**src/rtl/cdu_pkg.sv**
```systemverilog
// shared types, constants and helper functions of the calendar date unit
`default_nettype none

package cdu_pkg;

  typedef struct packed {
    logic [6:0]  day_in;
    logic [6:0]  month_in;
    logic [13:0] year_in;
  } cdu_in_t;

  typedef struct packed {
    logic        is_valid;
    logic [2:0]  weekday;
    logic [4:0]  next_day;
    logic [3:0]  next_month;
    logic [13:0] next_year;
    logic [4:0]  prev_day;
    logic [3:0]  prev_month;
    logic [13:0] prev_year;
  } cdu_out_t;

  localparam logic [13:0] YEAR_MIN     = 14'd1800;
  // floor(x / 100) = (x * RECIP_100) >> RECIP_SHIFT for x below 43690
  localparam logic [12:0] RECIP_100    = 13'd5243;
  localparam int          RECIP_SHIFT  = 19;
  localparam logic [10:0] DAYS_4_YEARS = 11'd1461;
  localparam logic [14:0] YEAR_OFS_LO  = 15'd4800;
  localparam logic [14:0] YEAR_OFS_HI  = 15'd4900;
  localparam logic [23:0] JDN_OFS      = 24'd32075;

  localparam logic [6:0] MON_JAN = 7'd1;
  localparam logic [6:0] MON_FEB = 7'd2;
  localparam logic [6:0] MON_MAR = 7'd3;
  localparam logic [6:0] MON_APR = 7'd4;
  localparam logic [6:0] MON_MAY = 7'd5;
  localparam logic [6:0] MON_JUN = 7'd6;
  localparam logic [6:0] MON_JUL = 7'd7;
  localparam logic [6:0] MON_AUG = 7'd8;
  localparam logic [6:0] MON_SEP = 7'd9;
  localparam logic [6:0] MON_OCT = 7'd10;
  localparam logic [6:0] MON_NOV = 7'd11;
  localparam logic [6:0] MON_DEC = 7'd12;

  // days in month, 0 for a month number outside 1..12
  function automatic logic [4:0] month_len(input logic [6:0] m, input logic leap);
    logic [4:0] len;
    unique case (m)
      MON_JAN, MON_MAR, MON_MAY, MON_JUL, MON_AUG, MON_OCT, MON_DEC: len = 5'd31;
      MON_APR, MON_JUN, MON_SEP, MON_NOV:                          len = 5'd30;
      MON_FEB: len = leap ? 5'd29 : 5'd28;
      default: len = 5'd0;
    endcase
    return len;
  endfunction

  // month term of the julian day number: |367 * (m - 2 - 12a) / 12| truncated toward zero
  function automatic logic [8:0] jdn_month_term(input logic [6:0] m);
    logic [8:0] t;
    unique case (m)
      MON_JAN: t = 9'd336;
      MON_FEB: t = 9'd367;
      MON_MAR: t = 9'd30;
      MON_APR: t = 9'd61;
      MON_MAY: t = 9'd91;
      MON_JUN: t = 9'd122;
      MON_JUL: t = 9'd152;
      MON_AUG: t = 9'd183;
      MON_SEP: t = 9'd214;
      MON_OCT: t = 9'd244;
      MON_NOV: t = 9'd275;
      MON_DEC: t = 9'd305;
      default: t = 9'd0;
    endcase
    return t;
  endfunction

  // residue mod 7 by folding octal digits, since 8 is 1 mod 7
  function automatic logic [2:0] mod7(input logic [23:0] x);
    logic [5:0] s;
    logic [3:0] t;
    logic [2:0] r;
    s = 6'(x[2:0]) + 6'(x[5:3]) + 6'(x[8:6]) + 6'(x[11:9])
      + 6'(x[14:12]) + 6'(x[17:15]) + 6'(x[20:18]) + 6'(x[23:21]);
    t = 4'(s[2:0]) + 4'(s[5:3]);
    if (t >= 4'd14) begin
      r = 3'd0;
    end else if (t >= 4'd7) begin
      r = 3'(t - 4'd7);
    end else begin
      r = t[2:0];
    end
    return r;
  endfunction

endpackage

`default_nettype wire

```
**src/rtl/calendar_date_unit.sv**
```systemverilog
// calendar date unit: gregorian date check, weekday and neighbor dates
`default_nettype none

// Takes one Gregorian date per transfer and returns whether it exists (year 1800 and up,
// Gregorian leap rule), its weekday (0 Monday .. 6 Sunday, from the julian day number mod 7)
// and the next and previous calendar dates; all fields but is_valid are 0 for a bad date.
// Three register stages, each handing off with its own valid bit: a date enters every cycle
// while the output side keeps taking transfers. Stage one forms the year offsets and the
// divide-by-100 product, stage two resolves leap year, month length and the neighbor dates,
// stage three sums the julian day number and reduces it mod 7. A stall at the output backs
// up only as far as the first empty stage.
module calendar_date_unit (
  input  wire                clk,
  input  wire                rst_n,
  input  wire                in_valid,
  output logic               in_ready,
  input  wire cdu_pkg::cdu_in_t in_data,
  output logic               out_valid,
  input  wire                out_ready,
  output cdu_pkg::cdu_out_t  out_data
);
  import cdu_pkg::*;

  // stage valid bits and per-stage ready
  logic v1_r, v2_r, v3_r;
  logic rdy1, rdy2, rdy3;

  assign rdy3     = !v3_r || out_ready;
  assign rdy2     = !v2_r || rdy3;
  assign rdy1     = !v1_r || rdy2;
  assign in_ready = rdy1;

  // ---------------- stage 1 ----------------
  logic [6:0]  s1_day_r, s1_month_r;
  logic [13:0] s1_year_r;
  logic [14:0] s1_yp_r, s1_xp_r;
  logic [26:0] s1_prod_y_r;

  logic        early_month;
  logic [14:0] yp_nxt, xp_nxt;
  logic [26:0] prod_y_nxt;

  always_comb begin
    early_month = (in_data.month_in <= MON_FEB);
    // subtract one year for january and february
    yp_nxt      = 15'(in_data.year_in) + YEAR_OFS_LO - 15'(early_month);
    xp_nxt      = 15'(in_data.year_in) + YEAR_OFS_HI - 15'(early_month);
    prod_y_nxt  = 27'(in_data.year_in) * 27'(RECIP_100);
  end

  always_ff @(posedge clk) begin
    if (!rst_n) begin
      v1_r <= 1'b0;
    end else if (rdy1) begin
      v1_r <= in_valid;
    end
  end

  always_ff @(posedge clk) begin
    if (in_valid && rdy1) begin
      s1_day_r    <= in_data.day_in;
      s1_month_r  <= in_data.month_in;
      s1_year_r   <= in_data.year_in;
      s1_yp_r     <= yp_nxt;
      s1_xp_r     <= xp_nxt;
      s1_prod_y_r <= prod_y_nxt;
    end
  end

  // ---------------- stage 2 ----------------
  cdu_out_t    s2_res_r;
  logic [4:0]  s2_day_r;
  logic [22:0] s2_aterm_r;
  logic [8:0]  s2_bterm_r;
  logic [27:0] s2_prod_x_r;

  logic [7:0]  q100_y;
  logic [13:0] rem100;
  logic        century, leap;
  logic [4:0]  len, prev_len;
  logic [6:0]  prev_mon;
  logic        date_ok;
  cdu_out_t    res_nxt;
  logic [24:0] prod_a;
  logic [27:0] prod_x_nxt;

  always_comb begin
    q100_y   = s1_prod_y_r[RECIP_SHIFT +: 8];
    rem100   = s1_year_r - 14'(16'(q100_y) * 16'd100);
    century  = (rem100 == 14'd0);
    // divisible by 400 when divisible by 100 and the hundreds count by 4
    leap     = (s1_year_r[1:0] == 2'b00) && (!century || (q100_y[1:0] == 2'b00));
    len      = month_len(s1_month_r, leap);
    prev_mon = s1_month_r - 7'd1;
    prev_len = month_len(prev_mon, leap);
    date_ok  = (s1_year_r >= YEAR_MIN) && (len != 5'd0) && (s1_day_r != 7'd0)
            && (s1_day_r <= 7'(len));

    res_nxt          = '0;
    res_nxt.is_valid = date_ok;
    if (date_ok) begin
      if (s1_day_r == 7'(len)) begin
        res_nxt.next_day = 5'd1;
        if (s1_month_r == MON_DEC) begin
          res_nxt.next_month = 4'(MON_JAN);
          res_nxt.next_year  = s1_year_r + 14'd1;
        end else begin
          res_nxt.next_month = 4'(s1_month_r + 7'd1);
          res_nxt.next_year  = s1_year_r;
        end
      end else begin
        res_nxt.next_day   = 5'(s1_day_r + 7'd1);
        res_nxt.next_month = 4'(s1_month_r);
        res_nxt.next_year  = s1_year_r;
      end

      if (s1_day_r == 7'd1) begin
        if (s1_month_r == MON_JAN) begin
          res_nxt.prev_day   = 5'd31;
          res_nxt.prev_month = 4'(MON_DEC);
          res_nxt.prev_year  = s1_year_r - 14'd1;
        end else begin
          res_nxt.prev_day   = prev_len;
          res_nxt.prev_month = 4'(prev_mon);
          res_nxt.prev_year  = s1_year_r;
        end
      end else begin
        res_nxt.prev_day   = 5'(s1_day_r - 7'd1);
        res_nxt.prev_month = 4'(s1_month_r);
        res_nxt.prev_year  = s1_year_r;
      end
    end

    prod_a     = 25'(s1_yp_r) * 25'(DAYS_4_YEARS);
    prod_x_nxt = 28'(s1_xp_r) * 28'(RECIP_100);
  end

  always_ff @(posedge clk) begin
    if (!rst_n) begin
      v2_r <= 1'b0;
    end else if (rdy2) begin
      v2_r <= v1_r;
    end
  end

  always_ff @(posedge clk) begin
    if (v1_r && rdy2) begin
      s2_res_r    <= res_nxt;
      s2_day_r    <= s1_day_r[4:0];
      s2_aterm_r  <= prod_a[24:2];
      s2_bterm_r  <= jdn_month_term(s1_month_r);
      s2_prod_x_r <= prod_x_nxt;
    end
  end

  // ---------------- stage 3 ----------------
  cdu_out_t   s3_res_r;

  logic [7:0] q100_x;
  logic [9:0] c3;
  logic [23:0] jdn;
  cdu_out_t   out_nxt;

  always_comb begin
    q100_x  = s2_prod_x_r[RECIP_SHIFT +: 8];
    c3      = 10'(q100_x) * 10'd3;
    jdn     = 24'(s2_aterm_r) + 24'(s2_bterm_r) + 24'(s2_day_r)
            - 24'(c3[9:2]) - JDN_OFS;
    out_nxt = s2_res_r;
    out_nxt.weekday = s2_res_r.is_valid ? mod7(jdn) : 3'd0;
  end

  always_ff @(posedge clk) begin
    if (!rst_n) begin
      v3_r <= 1'b0;
    end else if (rdy3) begin
      v3_r <= v2_r;
    end
  end

  always_ff @(posedge clk) begin
    if (v2_r && rdy3) begin
      s3_res_r <= out_nxt;
    end
  end

  assign out_valid = v3_r;
  assign out_data  = s3_res_r;

  // ---------------- checks ----------------
  a_invalid_zero: assert property (@(posedge clk) disable iff (!rst_n)
    out_valid && !out_data.is_valid |->
      out_data.weekday == 3'd0 && out_data.next_day == 5'd0 && out_data.next_month == 4'd0 &&
      out_data.next_year == 14'd0 && out_data.prev_day == 5'd0 &&
      out_data.prev_month == 4'd0 && out_data.prev_year == 14'd0)
    else $error("invalid date carries nonzero result fields");

  a_weekday_range: assert property (@(posedge clk) disable iff (!rst_n)
    out_valid && out_data.is_valid |-> out_data.weekday <= 3'd6)
    else $error("weekday out of range");

  a_neighbor_range: assert property (@(posedge clk) disable iff (!rst_n)
    out_valid && out_data.is_valid |->
      out_data.next_day != 5'd0 && out_data.prev_day != 5'd0 &&
      out_data.next_month != 4'd0 && out_data.next_month <= 4'd12 &&
      out_data.prev_month != 4'd0 && out_data.prev_month <= 4'd12)
    else $error("neighbor date out of range");

  a_stage2_hold: assert property (@(posedge clk) disable iff (!rst_n)
    v2_r && !rdy2 |=> v2_r && $stable(s2_res_r))
    else $error("stage two dropped or changed a held item");

  a_stage1_hold: assert property (@(posedge clk) disable iff (!rst_n)
    v1_r && !rdy1 |=> v1_r && $stable(s1_year_r))
    else $error("stage one dropped or changed a held item");

endmodule

`default_nettype wire
```
**config.mk**
```make
export PLATFORM = sky130hd
export DESIGN_NAME = calendar_date_unit
export DESIGN_NICKNAME = d
export VERILOG_FILES = /design/src/rtl/cdu_pkg.sv /design/src/rtl/calendar_date_unit.sv
export SDC_FILE = /design/constraint.sdc
export NUM_CORES = 1
export LEC_CHECK = 0
export ABC_AREA = 1
export BUFFER_PORTS_ARGS = -buffer_cell sky130_fd_sc_hd__buf_4
export CORE_MARGIN = 2
export CORE_UTILIZATION = 40
export DETAILED_ROUTE_END_ITERATION = 10
export GPL_TIMING_DRIVEN = 0
export PLACE_DENSITY = 0.62
export SETUP_SLACK_MARGIN = 0.1
export SKIP_LAST_GASP = 1
export SLEW_MARGIN = 20
export SYNTH_ARGS = -nofsm -noshare
export SYNTH_HDL_FRONTEND = slang
export SYNTH_SLANG_ARGS = --single-unit
```
**constraint.sdc**
```tcl
create_clock -name clk -period 15.6 [get_ports clk]
set_input_delay 2.34 -clock clk [delete_from_list [all_inputs] [get_ports clk]]
set_output_delay 2.34 -clock clk [all_outputs]
set_load 0.01 [all_outputs]
```
==> results by group, run 1 <==
Status
  – Status: finished clean

Yosys
  – YS warnings: 0
  – Number of flops mapped to enable cells by yosys: 206
  – Synth Instances: 2,383
  – Synth Register Bits: 209
  – Synth async-reset ratio: 0%
  – Largest cells by area after synthesis: edfxtp_1 (26%), ha_1 (23%), fa_1 (19%)
  – Post-synth top area share: 26.4%
  – Syn_area_per_cell: 9.84 µm²
  – Post-Syn Area: 0.0234 mm²
  – Top_reg_cell synth: edfxtp_1
  – Distinct cells, synth: 53
  – Top post-synthesis cells by count: inv_1 (555), ha_1 (433), nand2_1 (267)
  – Seq/Total Area, Yosys: 26.6%
  – Most instantiated library cell after synthesis: inv_1
  – Cell taking the most area after synthesis: edfxtp_1
  – Net Count, Synth: 3,073

Final layout
  – Core Util, Final: 44.7%
  – Diode count: 0
  – FILL cells: 5,454
  – Layout cells sized above 1: 6.89%
  – # nets final: 3,186
  – P&R area growth vs syn: 10.3%

Routing
  – Final wirelength: 50,000 µm
  – Via count: 16,100
  – Residual DRC count: 0
  – Routed WL per cell: 15.3 µm
  – Vias per cell: 4.91
  – Final ANT Viol Nets: 0
  – DR iter-0 viols: 666
  – Pre-Repair DR Iteration Count: 5

Timing
  – RSZ-0062 raised after global routing: false
  – # setup viols final: 0
  – Sum Neg Setup Slack: 0 ps
  – Final hold vios: 0
  – Clk_skew: 31.7 ps
  – Worst Max-Slew Pin Slew: 717 ps
  – Fmax: 107 MHz
  – Max-slew headroom: 52.2%
  – Crit share post-route: 59.8%
  – Min Tclk post-route: 9340 ps
  – Max Transition Viols Final: 0

Clock network
  – Clock-pin slew of the registers on the worst-case setup and hold paths: 70 ps
  – Clock Sinks: 209
  – Post-CTS Setup Bufs: 0
  – CTS Buf Count: 23
  – Maximum clock path buffer count: 3
  – Hold_buf cts: 0
  – Root buffer cell: clkbuf_16
  – CTS tree: done
  – PostCTS Resize Cnt: 0
  – CTS H-tree lvls: 1
  – Worst skew pair latency: 550 ps

Placement
  – Detail Placement HPWL: 42,500 µm
  – Port bufs: 83
  – Gp weighted congestion: 0.897

Global route
  – Grt ovf: 0
  – Pin count of the biggest net entering global routing: 56
  – Vias in the first global route: 16,800
  – Global-route wire length before repair: 82,500 µm
  – Global Route Usage Sum: 16.8%
  – Initial antenna violation count: 0

Setup path
  – CP max stage delay: 540 ps
  – Critical path data arrival time: 9610 ps
  – CP max-delay cell: fa_1
  – Worst Setup Start Kind: flip-flop
  – Crit Path Max Fanout: 5
  – WP data required: 15,870 ps
  – CP Capture Type: flip-flop
  – Crit path top cell by count: fa_1
  – Kind of critical path: reg -> reg

Floorplan
  – Die area: 0.0605 mm²
  – Starting Density: 40.5%
  – Rows: 88
  – Die Y: 246 µm
  – DIE WIDTH: 246 µm
  – Core Box Area: 0.0578 mm²
  – Ports: 84

Job
  – Max-Cap Viols: 0

Hold path
  – Hold crit path type: reg -> reg
==> logic make-up (layout without fill, tap and decap cells) <==
group	Yosys count	in the layout	synth area share, %
compound gates	294	294	7.10
xor+xnor	115	115	4.38
fa+ha+maj	658	658	42.3
buf+inv	570	699	9.29
flops	209	209	26.6
simple gates	537	537	10.3
==> metrics by stage <==
stage	area [µm²]	setup WS, ps	instances	hold slack (ps)
2_1_floorplan	23400	7170	2383	400
3_3_place_gp	25000	6500	3231	402
3_5_place_dp	25200	6310	3236	405
4_1_cts	25800	6250	3277	402
5_1_grt	25800	5610	3277	414
6_report	25800	6260	3277	401
==> metal layers <==
layer  wire [µm]  track usage (%)  vias to the layer above
met5           0                0                        -
met1       22100             21.6                     7754
li1            -                -                     7983
met4        1170             3.76                        0
met3        1910             2.02                       68
met2       24900             30.1                      287
==> final timing paths <==
kind / start / cells after the start / to / slack (ps)
max: s2_prod_x_r[20] / 40 / out_data[46] / 6260
min: out_nxt[12] / 0 / out_data[12] / 400
max reg2reg: s2_prod_x_r[20] / 40 / out_data[46] / 6260
min reg2reg: out_nxt[12] / 0 / out_data[12] / 400
==> state kept, by name (all words and copies together) (netlist names), 5 cells and up <==
name,cells
out_data,50
out_nxt,47
s2_aterm_r,23
s1_yp_r,15
s1_year_r,14
s1_xp_r,13
s2_bterm_r,9
s1_prod_y_r,8
s2_prod_x_r,8
s1_day_r,7
s1_month_r,7
s2_day_r,5
==> critical path: cells and delay by family (launching register included) <==
kind	cells	cell delay [ps]
AOI/OAI and AO/OA	7	1330
xor gates and xnor gates	3	640
adders and majority gates	13	5020
buffers and inverters	6	420
DFF	1	490
and+or+nand+nor	11	1140
==> cell usage in the layout, fill, tap and decap left out, types with 5 or more instances in the layout <==
master / n
ha_1: 433
clkbuf_16: 23
edfxtp_1: 206
xnor2_1: 24
o21a_1: 5
fa_1: 225
o21bai_1: 10
clkinv_1: 9
nand2_2: 7
o21ai_1: 6
nand3_1: 66
o21ai_0: 76
nor2_4: 7
nor3_1: 23
a21o_1: 13
nor2_1: 116
a31oi_1: 10
nand4_1: 14
buf_4: 84
nand2_1: 267
a211oi_1: 5
inv_1: 553
nor4_1: 9
xor2_1: 90
inv_2: 6
a21oi_1: 137
or2_2: 5
nand3b_1: 5
==> final cells by class <==
class | instances | area (µm²) | area share [%]
Multi-Input combinational cell | 1604 | 15000 | 58.2
Sequential cell | 209 | 6250 | 24.2
Inverter | 562 | 2120 | 8.19
Tap cell | 765 | 957 | 3.70
Timing Repair Buffer | 88 | 733 | 2.84
Clock buffer | 26 | 587 | 2.27
Clock inverter | 15 | 110 | 0.426
Buffer | 8 | 65.1 | 0.252
Power of run 1 is not shown: default switching activity piles up to over one toggle a cycle in this logic, so the estimate is an artifact.
==> run 2: changes to the inputs <==
--- a/config.mk
+++ b/config.mk
@@ -11,7 +11,7 @@
 export CORE_UTILIZATION = 40
 export DETAILED_ROUTE_END_ITERATION = 10
 export GPL_TIMING_DRIVEN = 0
-export PLACE_DENSITY = 0.62
+export PLACE_DENSITY = 0.64
 export SETUP_SLACK_MARGIN = 0.1
 export SKIP_LAST_GASP = 1
 export SLEW_MARGIN = 20
==> constraint.sdc (replaced) <==
create_clock -name clk -period 8.1 [get_ports clk]
set_input_delay 1.215 -clock clk [delete_from_list [all_inputs] [get_ports clk]]
set_output_delay 1.215 -clock clk [all_outputs]
set_load 0.01 [all_outputs]
==> run 2 against run 1 <==
Compared with the run above:
- the run now ends with negative setup slack left
- count of clock-buffer cells in the layout shrank 1
- worst hold slack is essentially flat
- sequential share of layout area shrank 0.57 points
- critical path type unchanged
==> results by group, run 2 (synthesis results as in run 1) <==
Status
  – Status: complete, but fails checks (was finished clean)
  – Violated checks: negative setup slack

Setup path
  – Crit path top cell by count: fa_2 (was fa_1)
  – Worst Setup Start Kind: flip-flop (unchanged)
  – CP max stage delay: 670 ps (was 540 ps)
  – Critical path data arrival time: 8750 ps (was 9610 ps)
  – CP max-delay cell: fa_2 (was fa_1)
  – WP data required: 8380 ps (was 15,870 ps)
  – CP Capture Type: flip-flop (unchanged)
  – Kind of critical path: reg -> reg (unchanged)
  – Crit Path Max Fanout: 5 (unchanged)

Floorplan
  – Die Y: 246 µm (unchanged)
  – DIE WIDTH: 246 µm (unchanged)
  – Die area: 0.0605 mm² (unchanged)
  – Rows: 88 (unchanged)
  – Core Box Area: 0.0578 mm² (unchanged)
  – Starting Density: 40.5% (unchanged)
  – Ports: 84 (unchanged)

Timing
  – Final hold vios: 0 (unchanged)
  – Fmax: 118 MHz (was 107 MHz)
  – Min Tclk post-route: 8460 ps (was 9340 ps)
  – Worst Max-Slew Pin Slew: 685 ps (was 717 ps)
  – RSZ-0062 raised after global routing: true (was false)
  – Max-slew headroom: 54.2% (was 52.2%)
  – Worst setup margin: -364 ps (was 6260 ps)
  – Crit share post-route: 104% (was 59.8%)
  – Max Transition Viols Final: 0 (unchanged)
  – Clk_skew: 23.0 ps (was 31.7 ps)
  – # setup viols final: 3 (was 0)

Clock network
  – Maximum clock path buffer count: 3 (unchanged)
  – Clock Sinks: 209 (unchanged)
  – Worst skew pair latency: 540 ps (was 550 ps)
  – Clock-pin slew of the registers on the worst-case setup and hold paths: 70 ps (about the same)
  – CTS H-tree lvls: 1 (unchanged)
  – Root buffer cell: clkbuf_16 (unchanged)
  – CTS Buf Count: 23 (unchanged)
  – CTS tree: done (unchanged)

Final layout
  – Layout cells sized above 1: 10.5% (was 6.89%)
  – # nets final: 3,208 (was 3,186)
  – Final Instance Area: 0.0265 mm² (was 0.0258 mm²)
  – Top reg by flops: out_data (unchanged)
  – Max FFs per register: 50 (unchanged)
  – Most common cell after layout, fill and taps aside: inv_1 (unchanged)
  – Diode count: 0 (unchanged)
  – Post-route insts no fill: 3,299 (was 3,277)
  – P&R area growth vs syn: 12.9% (was 10.3%)
  – Most frequent cells in the layout: inv_1 (543), ha_1 (418), nand2_1 (262), fa_1 (216), edfxtp_1 (206) (was inv_1 (553), ha_1 (433), nand2_1 (267), fa_1 (225), edfxtp_1 (206))

Placement
  – Cell Area, Placed: 0.0253 mm² (was 0.0252 mm²)
  – Gp weighted congestion: 0.875 (was 0.897)
  – Detail Placement HPWL: 42,200 µm (was 42,500 µm)
  – Port bufs: 83 (unchanged)
  – Placed cell count: 3,236 (unchanged)

Hold path
  – Hold crit path type: reg -> reg (unchanged)

Global route
  – Global-route wire length before repair: 83,700 µm (was 82,500 µm)
  – Global Route Usage Sum: 17.1% (was 16.8%)
  – Grt ovf: 0 (unchanged)
  – Pin count of the biggest net entering global routing: 56 (unchanged)
  – Initial antenna violation count: 0 (unchanged)
  – Vias in the first global route: 16,900 (was 16,800)

Routing
  – Vias per cell: 4.86 (was 4.91)
  – Routed WL per cell: 15.4 µm (was 15.3 µm)
  – Residual DRC count: 0 (unchanged)
  – Final wirelength: 50,900 µm (was 50,000 µm)
  – DR iter-0 viols: 684 (was 666)
  – Via count: 16,000 (was 16,100)
  – Final ANT Viol Nets: 0 (unchanged)
  – Pre-Repair DR Iteration Count: 8 (was 5)

Job
  – Max-Cap Viols: 0 (unchanged)
[run 2: changes by cell type in the layout (fill, tap and decap cells not counted), moves of 11 or more]
cell / change
buf_4: +19
ha_1: -15
ha_4: +14
a21oi_1: -11
o21ai_0: -11
[run 2: timing repair]
action	CTS	global route
resized for setup	35	32
hold buffers	0	0
endpoints found under the setup margin	3	3
buffers inserted	14	8
pin swaps	42	42
endpoints found under the hold margin	0	0
[run 2: critical path, delay by kind of cell (launching register included)]
kind	cells	cell delay, ps
flops	1	460
buf+inv	5	470
xor+xnor	2	370
compound gates	10	1380
simple gates	6	390
fa+ha+maj	14	5110
[run 2: final cells by class]
cell class,instances,area (µm²)
Timing Repair Buffer,110,917
Inverter,562,2120
Fill cell,5370,31300
Multi-Input combinational cell,1604,15400
Clock buffer,25,583
Clock inverter,16,185
Buffer,8,65.1
Tap cell,765,957
Sequential cell,209,6250
[run 2: routing by layer]
layer	up-vias	part of all wire (%)	GRT usage, %
met2	221	50	30.6
met5	-	0	0
met4	0	2.1	3.49
met3	68	3.0	1.78
met1	7724	45	22.2
li1	8036	-	-
[run 2: through the flow]
step | hold WS (ps) | setup slack [ps] | util, % | TNS [ps]
after CTS | 399 | -194 | 45.5 | -562
after floorplan | 400 | 101 | - | 0
after global placement | 400 | -469 | 43.5 | -1400
after global routing | 410 | -582 | 45.8 | -1720
final | 401 | -364 | 45.8 | -1070
after detailed placement | 406 | -541 | 43.7 | -1610
[run 2: worst paths after layout]
| path | end | depth (start not counted) | slack, ps | startpoint |
|---|---|---|---|---|
| worst max register to register | out_data[48] | 37 | -360 | s2_prod_x_r[22] |
| worst max-delay path | out_data[48] | 37 | -360 | s2_prod_x_r[22] |
| worst min-delay path | out_data[31] | 0 | 400 | out_nxt[31] |
| worst min register to register | out_data[31] | 0 | 400 | out_nxt[31] |
Power of run 2 is left out for the same reason.
